==> src/hdl/color_keyed_sprite_lcd_writer_unit_assert.svh <==
// assertion macros used by the rtl top
`ifndef COLOR_KEYED_SPRITE_LCD_WRITER_UNIT_ASSERT_SVH
`define COLOR_KEYED_SPRITE_LCD_WRITER_UNIT_ASSERT_SVH

// same-cycle implication
`define CKSLW_ASSERT_NOW(label, ante, cons, msg) \
  label: assert property (@(posedge clk) disable iff (rst) (ante) |-> (cons)) \
    else $error(msg);

// next-cycle implication
`define CKSLW_ASSERT_NEXT(label, ante, cons, msg) \
  label: assert property (@(posedge clk) disable iff (rst) (ante) |=> (cons)) \
    else $error(msg);

`endif

==> src/hdl/ckslw_pkg.sv <==
`default_nettype none
package ckslw_pkg;

  localparam int unsigned WIN_WRITES = 17;
  localparam int unsigned STEP_W     = $clog2(WIN_WRITES);
  localparam logic [STEP_W-1:0] WIN_LAST = STEP_W'(WIN_WRITES - 1);

  localparam logic [5:0] KEY_RED   = 6'h3f;
  localparam logic [7:0] KEY_GREEN = 8'h00;
  localparam logic [7:0] KEY_BLUE  = 8'h3f;

  localparam logic [7:0] CMD_GRAM  = 8'h22;
  localparam logic [7:0] CMD_HIGH  = 8'h00;

  localparam logic [1:0] CFG_ORIGIN_X = 2'd0;
  localparam logic [1:0] CFG_ORIGIN_Y = 2'd1;
  localparam logic [1:0] CFG_WIDTH    = 2'd2;

  localparam logic RS_CMD  = 1'b0;
  localparam logic RS_DATA = 1'b1;

  typedef struct packed {
    logic              accept;
    logic              load;
    logic              sel_color;
    logic [STEP_W-1:0] step;
  } ckslw_cmd_t;

  typedef struct packed {
    logic opaque;
    logic window_needed;
    logic out_free;
  } ckslw_status_t;

  // panel address register for a coordinate group, first or second half
  function automatic logic [7:0] win_reg(input logic [1:0] grp, input logic second);
    logic [7:0] base;
    case (grp)
      2'd0: base = 8'h02;
      2'd1: base = 8'h06;
      2'd2: base = 8'h04;
      2'd3: base = 8'h08;
      default: base = 8'h02;
    endcase
    return base | {7'd0, second};
  endfunction

endpackage
`default_nettype wire

==> src/hdl/color_keyed_sprite_lcd_writer_unit.sv <==
// an opaque pixel inside a row passes through the COLOR state into the output register
// a pixel that needs an address window gives 17 window writes first, then its colour write
// throughput: one pixel per cycle within a row while the single output register is free;
// a window holds off the next pixel; transparent pixels give no write
// reset: synchronous, active high; clears counters and held lines, sets window needed
`default_nettype none
`include "color_keyed_sprite_lcd_writer_unit_assert.svh"
module color_keyed_sprite_lcd_writer_unit (
  input  wire         clk,
  input  wire         rst,
  input  wire         cfg_we,
  input  wire  [1:0]  cfg_index,
  input  wire  [15:0] cfg_data,
  input  wire         s_tvalid,
  output logic        s_tready,
  input  wire  [23:0] s_tdata,   // red_byte, green_byte, blue_byte
  input  wire         s_tlast,   // last_pixel
  output logic        m_tvalid,
  input  wire         m_tready,
  output logic [23:0] m_tdata,   // bus_high, bus_low, extra_bit17, extra_bit16, zero pad
  output logic        m_tuser,   // reg_select
  output logic        m_tlast    // last_write
);
  import ckslw_pkg::*;

  ckslw_cmd_t    cmd;
  ckslw_status_t status;

  logic [7:0] bus_high, bus_low;
  logic       extra_bit17, extra_bit16;

  ckslw_ctrl u_ctrl (
    .clk      (clk),
    .rst      (rst),
    .in_valid (s_tvalid),
    .in_ready (s_tready),
    .status   (status),
    .cmd      (cmd)
  );

  ckslw_datapath u_datapath (
    .clk         (clk),
    .rst         (rst),
    .cfg_we      (cfg_we),
    .cfg_index   (cfg_index),
    .cfg_data    (cfg_data),
    .red_byte    (s_tdata[7:0]),
    .green_byte  (s_tdata[15:8]),
    .blue_byte   (s_tdata[23:16]),
    .last_pixel  (s_tlast),
    .cmd         (cmd),
    .status      (status),
    .out_ready   (m_tready),
    .out_valid   (m_tvalid),
    .reg_select  (m_tuser),
    .bus_high    (bus_high),
    .bus_low     (bus_low),
    .extra_bit17 (extra_bit17),
    .extra_bit16 (extra_bit16),
    .last_write  (m_tlast)
  );

  assign m_tdata = {6'd0, extra_bit16, extra_bit17, bus_low, bus_high};

  // a result is never overwritten before it is taken
  `CKSLW_ASSERT_NOW(a_no_overwrite, cmd.load, status.out_free, "load onto pending result")
  // an opaque pixel that needs a window holds off the next pixel
  `CKSLW_ASSERT_NEXT(a_window_stalls, cmd.accept && status.opaque && status.window_needed,
    !s_tready, "input taken during window sequence")
  // the closing write of a pixel is always a colour data write
  `CKSLW_ASSERT_NOW(a_last_is_data, m_tvalid && m_tlast, m_tuser == RS_DATA,
    "last write is not a data write")

endmodule
`default_nettype wire

==> src/hdl/ckslw_ctrl.sv <==
`default_nettype none
module ckslw_ctrl (
  input  wire                     clk,
  input  wire                     rst,
  input  wire                     in_valid,
  output logic                    in_ready,
  input  ckslw_pkg::ckslw_status_t status,
  output ckslw_pkg::ckslw_cmd_t    cmd
);
  import ckslw_pkg::*;

  typedef enum logic [1:0] {IDLE, WINDOW, COLOR} state_t;

  state_t            state, state_next;
  logic [STEP_W-1:0] step, step_next;

  always_comb begin
    cmd           = '0;
    cmd.step      = step;
    in_ready      = 1'b0;
    state_next    = state;
    step_next     = step;
    case (state)
      IDLE: begin
        in_ready = 1'b1;
      end
      WINDOW: begin
        if (status.out_free) begin
          cmd.load = 1'b1;
          if (step == WIN_LAST) begin
            state_next = COLOR;
          end else begin
            step_next = step + STEP_W'(1);
          end
        end
      end
      COLOR: begin
        if (status.out_free) begin
          cmd.load      = 1'b1;
          cmd.sel_color = 1'b1;
          in_ready      = 1'b1;
          state_next    = IDLE;
        end
      end
      default: begin
        state_next = IDLE;
      end
    endcase
    cmd.accept = in_valid && in_ready;
    // transparent pixels finish at the transaction itself
    if (cmd.accept && status.opaque) begin
      if (status.window_needed) begin
        state_next = WINDOW;
        step_next  = '0;
      end else begin
        state_next = COLOR;
      end
    end
  end

  always_ff @(posedge clk) begin
    if (rst) begin
      state <= IDLE;
      step  <= '0;
    end else begin
      state <= state_next;
      step  <= step_next;
    end
  end

endmodule
`default_nettype wire

==> src/hdl/ckslw_datapath.sv <==
`default_nettype none
module ckslw_datapath (
  input  wire                      clk,
  input  wire                      rst,
  input  wire                      cfg_we,
  input  wire  [1:0]               cfg_index,
  input  wire  [15:0]              cfg_data,
  input  wire  [7:0]               red_byte,
  input  wire  [7:0]               green_byte,
  input  wire  [7:0]               blue_byte,
  input  wire                      last_pixel,
  input  ckslw_pkg::ckslw_cmd_t    cmd,
  output ckslw_pkg::ckslw_status_t status,
  input  wire                      out_ready,
  output logic                     out_valid,
  output logic                     reg_select,
  output logic [7:0]               bus_high,
  output logic [7:0]               bus_low,
  output logic                     extra_bit17,
  output logic                     extra_bit16,
  output logic                     last_write
);
  import ckslw_pkg::*;

  logic [15:0] origin_x, origin_y;
  logic [7:0]  sprite_width;

  logic [7:0]  column_count, column_next;
  logic [15:0] row_count, row_next;
  logic        window_needed, window_next;
  logic        held_bit17, held_bit16;

  logic [7:0]  pix_red, pix_green, pix_blue;
  logic [15:0] xs, ys, xe;

  logic        opaque;
  logic [7:0]  column_inc;

  logic [1:0]  grp;
  logic [15:0] coord;
  logic        w_rs;
  logic [7:0]  w_high, w_low;

  assign opaque = !(red_byte == {2'b00, KEY_RED} && green_byte == KEY_GREEN &&
                    blue_byte == KEY_BLUE);

  assign status.opaque        = opaque;
  assign status.window_needed = window_needed;
  assign status.out_free      = !out_valid || out_ready;

  assign column_inc = column_count + 8'd1;

  always_comb begin
    column_next = column_inc;
    row_next    = row_count;
    // an opaque pixel uses up the window, a transparent one asks for a fresh one
    window_next = !opaque;
    if (column_inc == sprite_width) begin
      column_next = '0;
      row_next    = row_count + 16'd1;
      window_next = 1'b1;
    end
    if (last_pixel) begin
      column_next = '0;
      row_next    = '0;
      window_next = 1'b1;
    end
  end

  // window sequence: per group cmd first reg, data lo/hi, cmd second reg, data hi/lo
  assign grp = cmd.step[3:2];
  always_comb begin
    case (grp)
      2'd0: coord = xs;
      2'd1: coord = ys;
      2'd2: coord = xe;
      2'd3: coord = ys;
      default: coord = xs;
    endcase
    if (cmd.step == WIN_LAST) begin
      w_rs   = RS_CMD;
      w_high = CMD_HIGH;
      w_low  = CMD_GRAM;
    end else begin
      case (cmd.step[1:0])
        2'd0: begin
          w_rs   = RS_CMD;
          w_high = CMD_HIGH;
          w_low  = win_reg(grp, 1'b0);
        end
        2'd1: begin
          w_rs   = RS_DATA;
          w_high = coord[7:0];
          w_low  = coord[15:8];
        end
        2'd2: begin
          w_rs   = RS_CMD;
          w_high = CMD_HIGH;
          w_low  = win_reg(grp, 1'b1);
        end
        default: begin
          w_rs   = RS_DATA;
          w_high = coord[15:8];
          w_low  = coord[7:0];
        end
      endcase
    end
  end

  always_ff @(posedge clk) begin
    if (rst) begin
      origin_x      <= '0;
      origin_y      <= '0;
      sprite_width  <= 8'd1;
      column_count  <= '0;
      row_count     <= '0;
      window_needed <= 1'b1;
      held_bit17    <= 1'b0;
      held_bit16    <= 1'b0;
      out_valid     <= 1'b0;
    end else begin
      if (cfg_we) begin
        case (cfg_index)
          CFG_ORIGIN_X: origin_x     <= cfg_data;
          CFG_ORIGIN_Y: origin_y     <= cfg_data;
          CFG_WIDTH:    sprite_width <= cfg_data[7:0];
          default: ;
        endcase
      end
      if (cmd.accept) begin
        column_count  <= column_next;
        row_count     <= row_next;
        window_needed <= window_next;
      end
      if (cmd.load && cmd.sel_color) begin
        held_bit17 <= pix_red[5];
        held_bit16 <= pix_red[4];
      end
      if (cmd.load) begin
        out_valid <= 1'b1;
      end else if (out_ready) begin
        out_valid <= 1'b0;
      end
    end
  end

  // payload registers
  always_ff @(posedge clk) begin
    if (cmd.accept) begin
      pix_red   <= red_byte;
      pix_green <= green_byte;
      pix_blue  <= blue_byte;
      xs        <= origin_x + {8'd0, column_count};
      ys        <= origin_y + row_count;
      xe        <= origin_x + {8'd0, sprite_width} - 16'd1;
    end
    if (cmd.load) begin
      if (cmd.sel_color) begin
        reg_select  <= RS_DATA;
        bus_high    <= {pix_red[3:0], pix_green[5:2]};
        bus_low     <= {pix_green[1:0], pix_blue[5:0]};
        extra_bit17 <= pix_red[5];
        extra_bit16 <= pix_red[4];
        last_write  <= 1'b1;
      end else begin
        reg_select  <= w_rs;
        bus_high    <= w_high;
        bus_low     <= w_low;
        extra_bit17 <= held_bit17;
        extra_bit16 <= held_bit16;
        last_write  <= 1'b0;
      end
    end
  end

endmodule
`default_nettype wire

==> config.mk <==
export PLATFORM = sky130hd
export DESIGN_NAME = color_keyed_sprite_lcd_writer_unit
export DESIGN_NICKNAME = d
export VERILOG_FILES = /design/src/hdl/ckslw_pkg.sv /design/src/hdl/color_keyed_sprite_lcd_writer_unit.sv /design/src/hdl/ckslw_ctrl.sv /design/src/hdl/ckslw_datapath.sv
export VERILOG_INCLUDE_DIRS = /design/src /design/src/hdl
export SDC_FILE = /design/constraint.sdc
export NUM_CORES = 1
export LEC_CHECK = 0
export ABC_CLOCK_PERIOD_IN_PS = 5700
export BUFFER_PORTS_ARGS = -buffer_cell sky130_fd_sc_hd__buf_2
export CAP_MARGIN = 10
export CELL_PAD_IN_SITES_DETAIL_PLACEMENT = 1
export CELL_PAD_IN_SITES_GLOBAL_PLACEMENT = 1
export CORE_UTILIZATION = 45
export DETAILED_ROUTE_END_ITERATION = 12
export PLACE_DENSITY = 0.84
export SETUP_SLACK_MARGIN = 0.2
export SLEW_MARGIN = 20
export SYNTH_ARGS = -nofsm -noshare
export SYNTH_HDL_FRONTEND = slang
export SYNTH_HIERARCHICAL = 1
export SYNTH_SLANG_ARGS = --single-unit
==> constraint.sdc <==
create_clock -name clk -period 5.7 [get_ports clk]
set_input_delay 1.425 -clock clk [delete_from_list [all_inputs] [get_ports clk]]
set_output_delay 1.425 -clock clk [all_outputs]
set_load 0.1 [all_outputs]
# Yosys cells after proc, flatten, opt, wreduce, memory -nomap -nowiden
# Index checks and enable logic that the tools add are counted.
[classes] n_addsub=7 n_mux=37 eq_ne=17 reduce_logical=22
[op_table] op="$mux 8" count=6
[op_table] op="$pmux 16 s3" count=1
[op_table] op="$add 16x8->16" count=2
[op_table] op="$mux 16" count=2
[op_table] op="$pmux 8 s4" count=1
[op_table] op="$mux 5" count=5
[op_table] op="$pmux 8 s3" count=1
[op_table] op="$add 16x1->16 const B" count=1
[op_table] op="$add 16x16->16" count=1
[op_table] op="$eq 8x6->1 const B" count=2
[op_table] op="$pmux 8 s2" count=1
[op_table] op="$sub 16x1->16 const B" count=1
[op_table] op="$mux 2" count=6
[op_table] op="$mux 1" count=11
[op_table] op="$eq 2x2->1 const B" count=5
[op_table] op="$add 8x1->8 const B" count=1
[op_table] op="$eq 2x1->1 const B" count=4
[op_table] op="$eq 8x8->1" count=1
[op_table] op="$logic_not 2->1" count=4
[op_table] op="$logic_not 8->1" count=1
[op_table] op="$reduce_and 2->1" count=4
[op_table] op="$ne 3x2->1 const B" count=2
[op_table] op="$pmux 2 s3" count=1
[op_table] op="$add 5x1->5 const B" count=1
[op_table] op="10 further kinds" count=18
[totals] reg_bits=161 out_inout_bits=28 word_cells=106 in_bits=48

# Depth between registers and ports, before layout
# Gate-level depths: netlist of run 1.
[depth] depth_word=8 mapped_depth=13 depth_no_buf=13

# Hierarchy
# The synthesis of run 1 kept the hierarchy.
[by_module_without_submodules] mod="ckslw_datapath" area_each_um2=8415.6 cells_per_inst=872 n_inst=1 seq_area_each_um2=3943.8
[by_module_without_submodules] mod="ckslw_ctrl" area_each_um2=451.7 cells_per_inst=54 n_inst=1 seq_area_each_um2=140.1
[by_module_without_submodules] mod="color_keyed_sprite_lcd_writer_unit" area_each_um2=63.8 cells_per_inst=9 n_inst=1 seq_area_each_um2=0.0

# Least setup slack after synthesis of run 1
# Ideal clock, no wire load.
[synth_path] path_type="input to register" startpoint="input m_tready" endpoint="register u_datapath.column_count[7]" path_buffers=2 setup_slack_ps=281 required_ps=5630 cell_stages=9 arrival_time_ps=5348 setup_time_ps=70 cell_sequence="nand2b_1 buf_6 a21o_1 and2_1 clkbuf_1 inv_1 nor3_1 nand3b_1 a21oi_1"
[synth_rtl] item="start, declared" line_no="color_keyed_sprite_lcd_writer_unit.sv:19" source="input wire m_tready,"
[synth_rtl] item="end signal, assigned" line_no="ckslw_datapath.sv:131" source="column_count <= column_next;"
[synth_rtl] item="end, declared" line_no="ckslw_datapath.sv:28" source="logic [7:0] column_count, column_next;"

==> results of run 1 <==
cell families after synthesis:
group,Yosys count
buffers and inverters,118
other,1
XOR/XNOR,51
multiplexers,25
adder cells (fa/ha/maj),66
AND/OR/NAND/NOR,275
flip-flops,161
AO/OA/AOI/OAI,238
synthesized netlist by cell type, drive strengths merged (2+ instances only):
cell type  count
a21boi         3
nor3b          3
ha            63
a41oi          9
o31ai          7
dfxtp         75
nor4b          2
nor2          39
nand4         10
buf           18
xnor2         41
nor4           4
mux2           4
and3          11
or3           12
and2           9
fa             3
nand3b         5
nand2b         8
o21a           4
or4            6
a31oi          8
nand3         20
nor2b          6
a21o          14
edfxtp        86
a311oi         2
mux2i         21
nand2        117
or2            4
a21oi         93
a211oi         2
a22o           2
o21ai         56
o21bai         6
clkbuf        35
and4           4
inv           65
xor2          10
a22oi         21
nor3          11
area by class of cell:
cell class,instances,area (µm²),share of cell area
Clock buffer,18,429,0.0431
Clock inverter,14,108,0.0108
Inverter,65,244,0.0245
Multi-Input combinational cell,661,4380,0.440
Sequential cell,161,4080,0.410
Tap cell,265,332,0.0333
Timing Repair Buffer,74,387,0.0388
per-layer routing:
layer  global-route usage  vias to the layer above  share of wire
li1                     -                     3411              -
met5                    0                        -              0
met1                0.298                     3519           0.42
met4                0.111                        0          0.029
met2                0.467                      181           0.51
met3               0.0389                       48          0.037
tightest hold or removal path: stages, from the launching register on:
cell and delay (ns):
dfxtp_1 0.31, nand2_1 0.05, a21oi_1 0.05
flip-flops by register name, summed over array words and instances, names as in the netlist, 6 cells and up:
| register | cells |
|---|---|
| u_datapath/pix_green | 6 |
| u_datapath/bus_high | 8 |
| u_datapath/pix_blue | 6 |
| u_datapath/ys | 16 |
| u_datapath/pix_red | 6 |
| u_datapath/row_count | 16 |
| u_datapath/xe | 16 |
| u_datapath/column_count | 8 |
| u_datapath/origin_y | 16 |
| u_datapath/bus_low | 8 |
| u_datapath/sprite_width | 8 |
| u_datapath/xs | 16 |
| u_datapath/origin_x | 16 |
stage by stage:
stage	setup slack [ns]	cell area (µm²)
5_1_grt	1.69	9970
4_1_cts	1.77	9950
6_report	1.77	9970
2_1_floorplan	0.281	8950
3_5_place_dp	1.77	9410
3_3_place_gp	1.83	9410
power by group through the flow:
stage	clock, mW	combinational (mW)	sequential [mW]
floorplan	0	0.359	1.64
global placement	0	0.684	1.45
detailed placement	0	0.705	1.46
CTS	1.08	0.711	1.43
global route	1.12	0.766	1.44
finish	1.06	0.716	1.43
worst min path at each step:
stage	startpoint	endpoint	slack, ns	cells past startpoint
6_report	u_datapath/origin_y[0]	u_datapath/origin_y[0]	0.46	2
5_1_grt	u_datapath/origin_y[0]	u_datapath/origin_y[0]	0.49	2
4_1_cts	u_datapath/origin_y[12]	u_datapath/origin_y[12]	0.46	2
3_5_place_dp	u_datapath/origin_y[11]	u_datapath/origin_y[11]	0.45	2
3_3_place_gp	u_datapath/held_bit17	u_datapath/held_bit17	0.44	2
2_1_floorplan	u_datapath/held_bit16	u_datapath/held_bit16	0.43	2
==> qor.csv, run 1 <==
stage;metric;value;unit
clock_tree;insertion delay to the later sink of the worst-skew pair;0.44;ns
clock_tree;CTS tree;built;
pwr;Lkg Pwr;4.02;nW
placed_design;Final HPWL DP;17.5;mm
global_routing;Tot GR Track Use;0.257;
pwr;power per cell area;322;mW/mm²
critical_path;Crit path max-delay family;buffers and inverters;
floorplan;Die X;143;µm
finish;commonest cells after routing, fill and taps aside;117 x nand2_1, 93 x a21oi_1, 86 x edfxtp_1;
sta;Slew headroom;0.328;
route;wire per inst;19.6;µm
floorplan;initial core utilization;0.459;
synthesis;Post-Syn Area;0.00893;mm²
finish;# fillers;2241;
finish;final core occ;0.512;
pwr;Clock Power Share;0.331;
critical_path;R2R depth;13;
route;# DRC;0;
route;first drt pass iteration count;4;
route;DRT iter0 DRCs;311;
critical_path;Crit Path Max Fanout;10;
route;Routed Antenna Nets;0;
sta;setup violators final;0;
floorplan;core area;0.0195;mm²
sta;fmax;254;MHz
critical_path;FF-to-FF setup slack;2.35;ns
finish;diode count;0;
critical_path;WP data arrival;2.51;ns
sta;Final Skew;0.00909;ns
finish;Area growth syn-to-layout;11.6;%
job;max_cap viols;0;
synthesis;Seq cells post-synth;161;
global_routing;largest net degree at the start of global routing;75;
pwr;P_int;2.10;mW
synthesis;syn_area_per_cell;9.55;µm²
synthesis;asr flop ratio synth;0;
synthesis;prevailing post-synth register cell;edfxtp_1;
synthesis;dominant cells by area after synthesis;edfxtp_1 29%, dfxtp_1 17%, ha_1 8.8%;
floorplan;die area;0.0204;mm²
synthesis;Synth Instances;935;
synthesis;adder-cell share of the synthesized area;0.0950;
critical_path;worst r2r src;u_datapath/origin_x[1];
route;via count;7159;
global_routing;initial antenna violation count;0;
finish;Post-Layout Cell Count;1258;
synthesis;largest family of logic cells by synthesized area;compound AO/OA/AOI/OAI gates;
sta;min Tclk post-route;3.93;ns
pwr;switching power;1.10;mW
floorplan;Rows;51;
clock_tree;clock sinks;161;
placed_design;placed cells;1225;
synthesis;area share of and/or/nand/nor cells after synthesis;0.152;
pwr;Reg power frac;0.446;
finish;layout cells sized above 1;0.119;
critical_path;CP most frequent cell;buf_2;
sta;Least-Margin Pin Slew;1.01;ns
synthesis;sequential cell area fraction in the yosys report;0.457;
critical_path;Buf/Inv on CP;2;
global_routing;first-pass GRT wire length;39.4;mm
clock_tree;Setup Buffers After CTS;0;
synthesis;Post-synth EDFFs;86;
synthesis;top cell type's share of synthesized area;0.289;
critical_path;CP max-delay cell;buf_2;
status;status;finished, final reports clean;
synthesis;Ys Warns;6;
clock_tree;hold buffers post-CTS;0;
clock_tree;H-tree depth;4;
sta;max-slew violations;0;
synthesis;xor and xnor area share after synthesis;0.0500;
worst_hold_path;worst hold path class;flop to flop;
finish;# nets final;1094;
route;Routed Wire Length;24.7;mm
critical_path;largest stage delay on the critical path;0.45;ns
critical_path;CP Cell Sequence;buf_2 -> nand2b_1 -> a21o_1 -> buf_2;
placed_design;GP Congestion;0.804;
pwr;switching part of the total power;0.343;
clock_tree;clock-pin slew on the worst setup and hold paths;0.06;ns
route;DR vias/cell;5.69;
pwr;total power;3.21;mW
sta;Setup TNS;0;ns
critical_path;critical path startpoint category;input port;
placed_design;port bufs;69;
synthesis;compound-cell area share of the yosys netlist;0.161;
floorplan;Top Ports;76;
critical_path;crit path capture;s_tready;
critical_path;Critical path origin;m_tready;
critical_path;R2R Path End;u_datapath/xe[13];
critical_path;Worst Setup Path Type;input port to output port;
clock_tree;clock tree buffer depth;2;
sta;Min Hold Slack;0.465;ns
sta;final clock period utilization by the worst path;0.690;
pwr;Peak VDD IR;0.000227;V
global_routing;vias in the first global route;7465;
floorplan;height of the die;143;µm
clock_tree;cts repair resizes;0;
sta;Hold Fails Final Rpt;0;
critical_path;worst path required time;4.28;ns
sta;RSZ-0062 raised after global routing;no;
synthesis;post-synthesis mux area share;0.0286;
synthesis;area leader, netlist;edfxtp_1;
critical_path;CP Depth;4;
pwr;Logic pwr share;0.223;
global_routing;GRT overflow;0;
finish;most common cell after layout, fill and taps aside;nand2_1;
synthesis;Synth cell types;64;
critical_path;critical path capture point type;output port;
clock_tree;clock root buffer;clkbuf_16;
clock_tree;CTS Buf Count;17;
No activity file was read; power rests on OpenSTA's default activity.
==> run 2: changes to the inputs <==
- ABC_CLOCK_PERIOD_IN_PS: 5700 -> 3900
- clock period: 5.7 -> 3.9 ns (I/O delays scaled with it)
==> run 2 against run 1 <==
  * Cell area grew 0.41%
  * Setup slack lost 1.1 ns
  * First-iteration DRC count grew 16%
  * Final cell count grew 0.16%
  * Global-route usage shrank 0.74 points
  * Highest routed layer unchanged
  * Via count shrank 0.14%
  * Largest power group unchanged
  * Clock power grew 52%
  * Core utilization grew 0.21 points
  * Worst hold slack gained 0.0030 ns
  * Critical endpoint is now u_datapath/xe[13]
==> qor.csv, run 2 (synthesis gave the netlist of run 1 again) <==
stage;metric;value;unit;change
sta;Least-Margin Pin Slew;0.970;ns;-0.0387 ns
sta;Setup TNS;0;ns;unchanged
clock_tree;CTS tree;built;;
critical_path;critical path capture point type;flop;;
critical_path;WP data arrival;3.39;ns;+0.88 ns
route;DR vias/cell;5.67;;-0.30%
floorplan;Die X;143;µm;unchanged
worst_hold_path;worst hold path class;flop to flop;;
global_routing;initial antenna violation count;0;;unchanged
global_routing;Tot GR Track Use;0.249;;-0.00744
sta;RSZ-0062 raised after global routing;no;;
finish;diode count;0;;unchanged
finish;# fillers;2249;;+0.36%
pwr;power per cell area;475;mW/mm²;+48%
route;Routed Antenna Nets;0;;unchanged
clock_tree;cts repair resizes;0;;unchanged
sta;max-slew violations;0;;unchanged
global_routing;vias in the first global route;7355;;-1.5%
floorplan;die area;0.0204;mm²;unchanged
placed_design;GP Congestion;0.838;;+4.1%
global_routing;GRT overflow;0;;unchanged
sta;Hold Fails Final Rpt;0;;unchanged
route;first drt pass iteration count;5;;+1
clock_tree;clock sinks;161;;unchanged
clock_tree;insertion delay to the later sink of the worst-skew pair;0.43;ns;about the same
placed_design;port bufs;69;;unchanged
placed_design;Final HPWL DP;18.0;mm;+2.9%
sta;final clock period utilization by the worst path;0.826;;
critical_path;Worst Setup Path Type;flop to flop;;
global_routing;global routing's busiest layer;met2;;
global_routing;met3 Resource Use GR;0.0345;;-0.00436
finish;Area growth syn-to-layout;12.0;%;
floorplan;height of the die;143;µm;unchanged
global_routing;grt met2 use;0.463;;-0.00490
sta;fmax;310;MHz;
floorplan;Top Ports;76;;unchanged
critical_path;Crit Path Max Fanout;4;;-6
sta;setup violators final;0;;unchanged
finish;commonest cells after routing, fill and taps aside;117 x nand2_1, 93 x a21oi_1, 86 x edfxtp_1;;
floorplan;initial core utilization;0.459;;unchanged
clock_tree;clock root buffer;clkbuf_16;;
global_routing;met1 usage;0.288;;-0.00983
clock_tree;CTS Buf Count;17;;unchanged
finish;Post-Layout Cell Count;1260;;+0.16%
sta;Slew headroom;0.353;;+0.0258
job;max_cap viols;0;;unchanged
placed_design;placed cells;1228;;+0.24%
finish;most common cell after layout, fill and taps aside;nand2_1;;
floorplan;core area;0.0195;mm²;unchanged
global_routing;largest net degree at the start of global routing;55;;-27%
finish;# nets final;1096;;+0.18%
sta;Final Skew;0.00945;ns;+0.000358 ns
clock_tree;Setup Buffers After CTS;0;;unchanged
floorplan;Rows;51;;unchanged
clock_tree;hold buffers post-CTS;0;;unchanged
status;status;finished, final reports clean;;
sta;min Tclk post-route;3.22;ns;
clock_tree;clock tree buffer depth;2;;unchanged
finish;layout cells sized above 1;0.121;;+0.00177
route;DRT iter0 DRCs;360;;+16%
clock_tree;clock-pin slew on the worst setup and hold paths;0.06;ns;about the same
critical_path;worst path required time;4.07;ns;-0.21 ns
clock_tree;H-tree depth;4;;unchanged
critical_path;critical path startpoint category;flop;;
pwr;Peak VDD IR;0.000348;V;+53%
pwr;Lkg Pwr;4.06;nW;+0.90%
route;via count;7149;;-0.14%
route;Routed Wire Length;24.3;mm;-1.5%
route;wire per inst;19.3;µm;-1.6%
route;# DRC;0;;unchanged
global_routing;first-pass GRT wire length;38.5;mm;-2.5%
==> run 2: cell count changes in the layout (fill, tap and decap cells not counted), sizes merged <==
cell      before  now
inv           69   65
buf           74   76
clkinv         6    7
bufinv         0    2
clkbuf        18   23
clkinvlp       4    0
==> run 2: metrics by stage <==
step / utilization / power (mW) / worst slack (ns) / hold WS, ns / cell area, µm²
6_report: 0.514 / 4.75 / 0.678 / 0.468 / 10000
5_1_grt: 0.514 / 4.93 / 0.510 / 0.484 / 10000
4_1_cts: 0.514 / 4.79 / 0.669 / 0.468 / 10000
3_5_place_dp: 0.485 / 3.17 / 0.702 / 0.460 / 9440
3_3_place_gp: 0.485 / 3.13 / 0.811 / 0.444 / 9440
2_1_floorplan: - / 2.91 / 0.231 / 0.434 / 8950
==> run 2: layout make-up <==
| cell class | count | area (µm²) | area share |
|---|---|---|---|
| Timing Repair Buffer | 76 | 398 | 0.0398 |
| Clock inverter | 9 | 110 | 0.0110 |
| Tap cell | 265 | 332 | 0.0331 |
| Inverter | 65 | 244 | 0.0244 |
| Multi-Input combinational cell | 661 | 4380 | 0.438 |
| Clock buffer | 23 | 458 | 0.0458 |
| Sequential cell | 161 | 4080 | 0.408 |
==> run 2: worst paths after layout <==
| kind | from | end | slack, ns | depth (start not counted) |
|---|---|---|---|---|
| max reg2reg | u_datapath/origin_x[1] | u_datapath/xe[13] | 0.68 | 13 |
| max | u_datapath/origin_x[1] | u_datapath/xe[13] | 0.68 | 13 |
| min reg2reg | u_datapath/origin_y[13] | u_datapath/origin_y[13] | 0.47 | 2 |
| min | u_datapath/origin_y[13] | u_datapath/origin_y[13] | 0.47 | 2 |
==> run 2: routing by layer <==
metal,share of wire,routed length (µm)
met1,0.43,10400
met2,0.52,12500
met3,0.031,754
met4,0.028,680
met5,0,0
==> run 2: critical path, cell delays in order (launching register included) <==
cell,delay (ns)
dfxtp_1,0.41
inv_1,0.08
ha_1,0.28
inv_1,0.04
ha_1,0.22
inv_1,0.07
fa_1,0.21
nor2b_1,0.06
o21ai_0,0.21
a21boi_0,0.21
o41a_1,0.40
a21boi_0,0.45
mux2i_1,0.25
nand3_1,0.08
==> run 2: power by group <==
group	switching [mW]	internal, mW
sequential	0.0821	2.01
clock	0.655	0.960
combinational	0.793	0.254
total	1.53	3.22
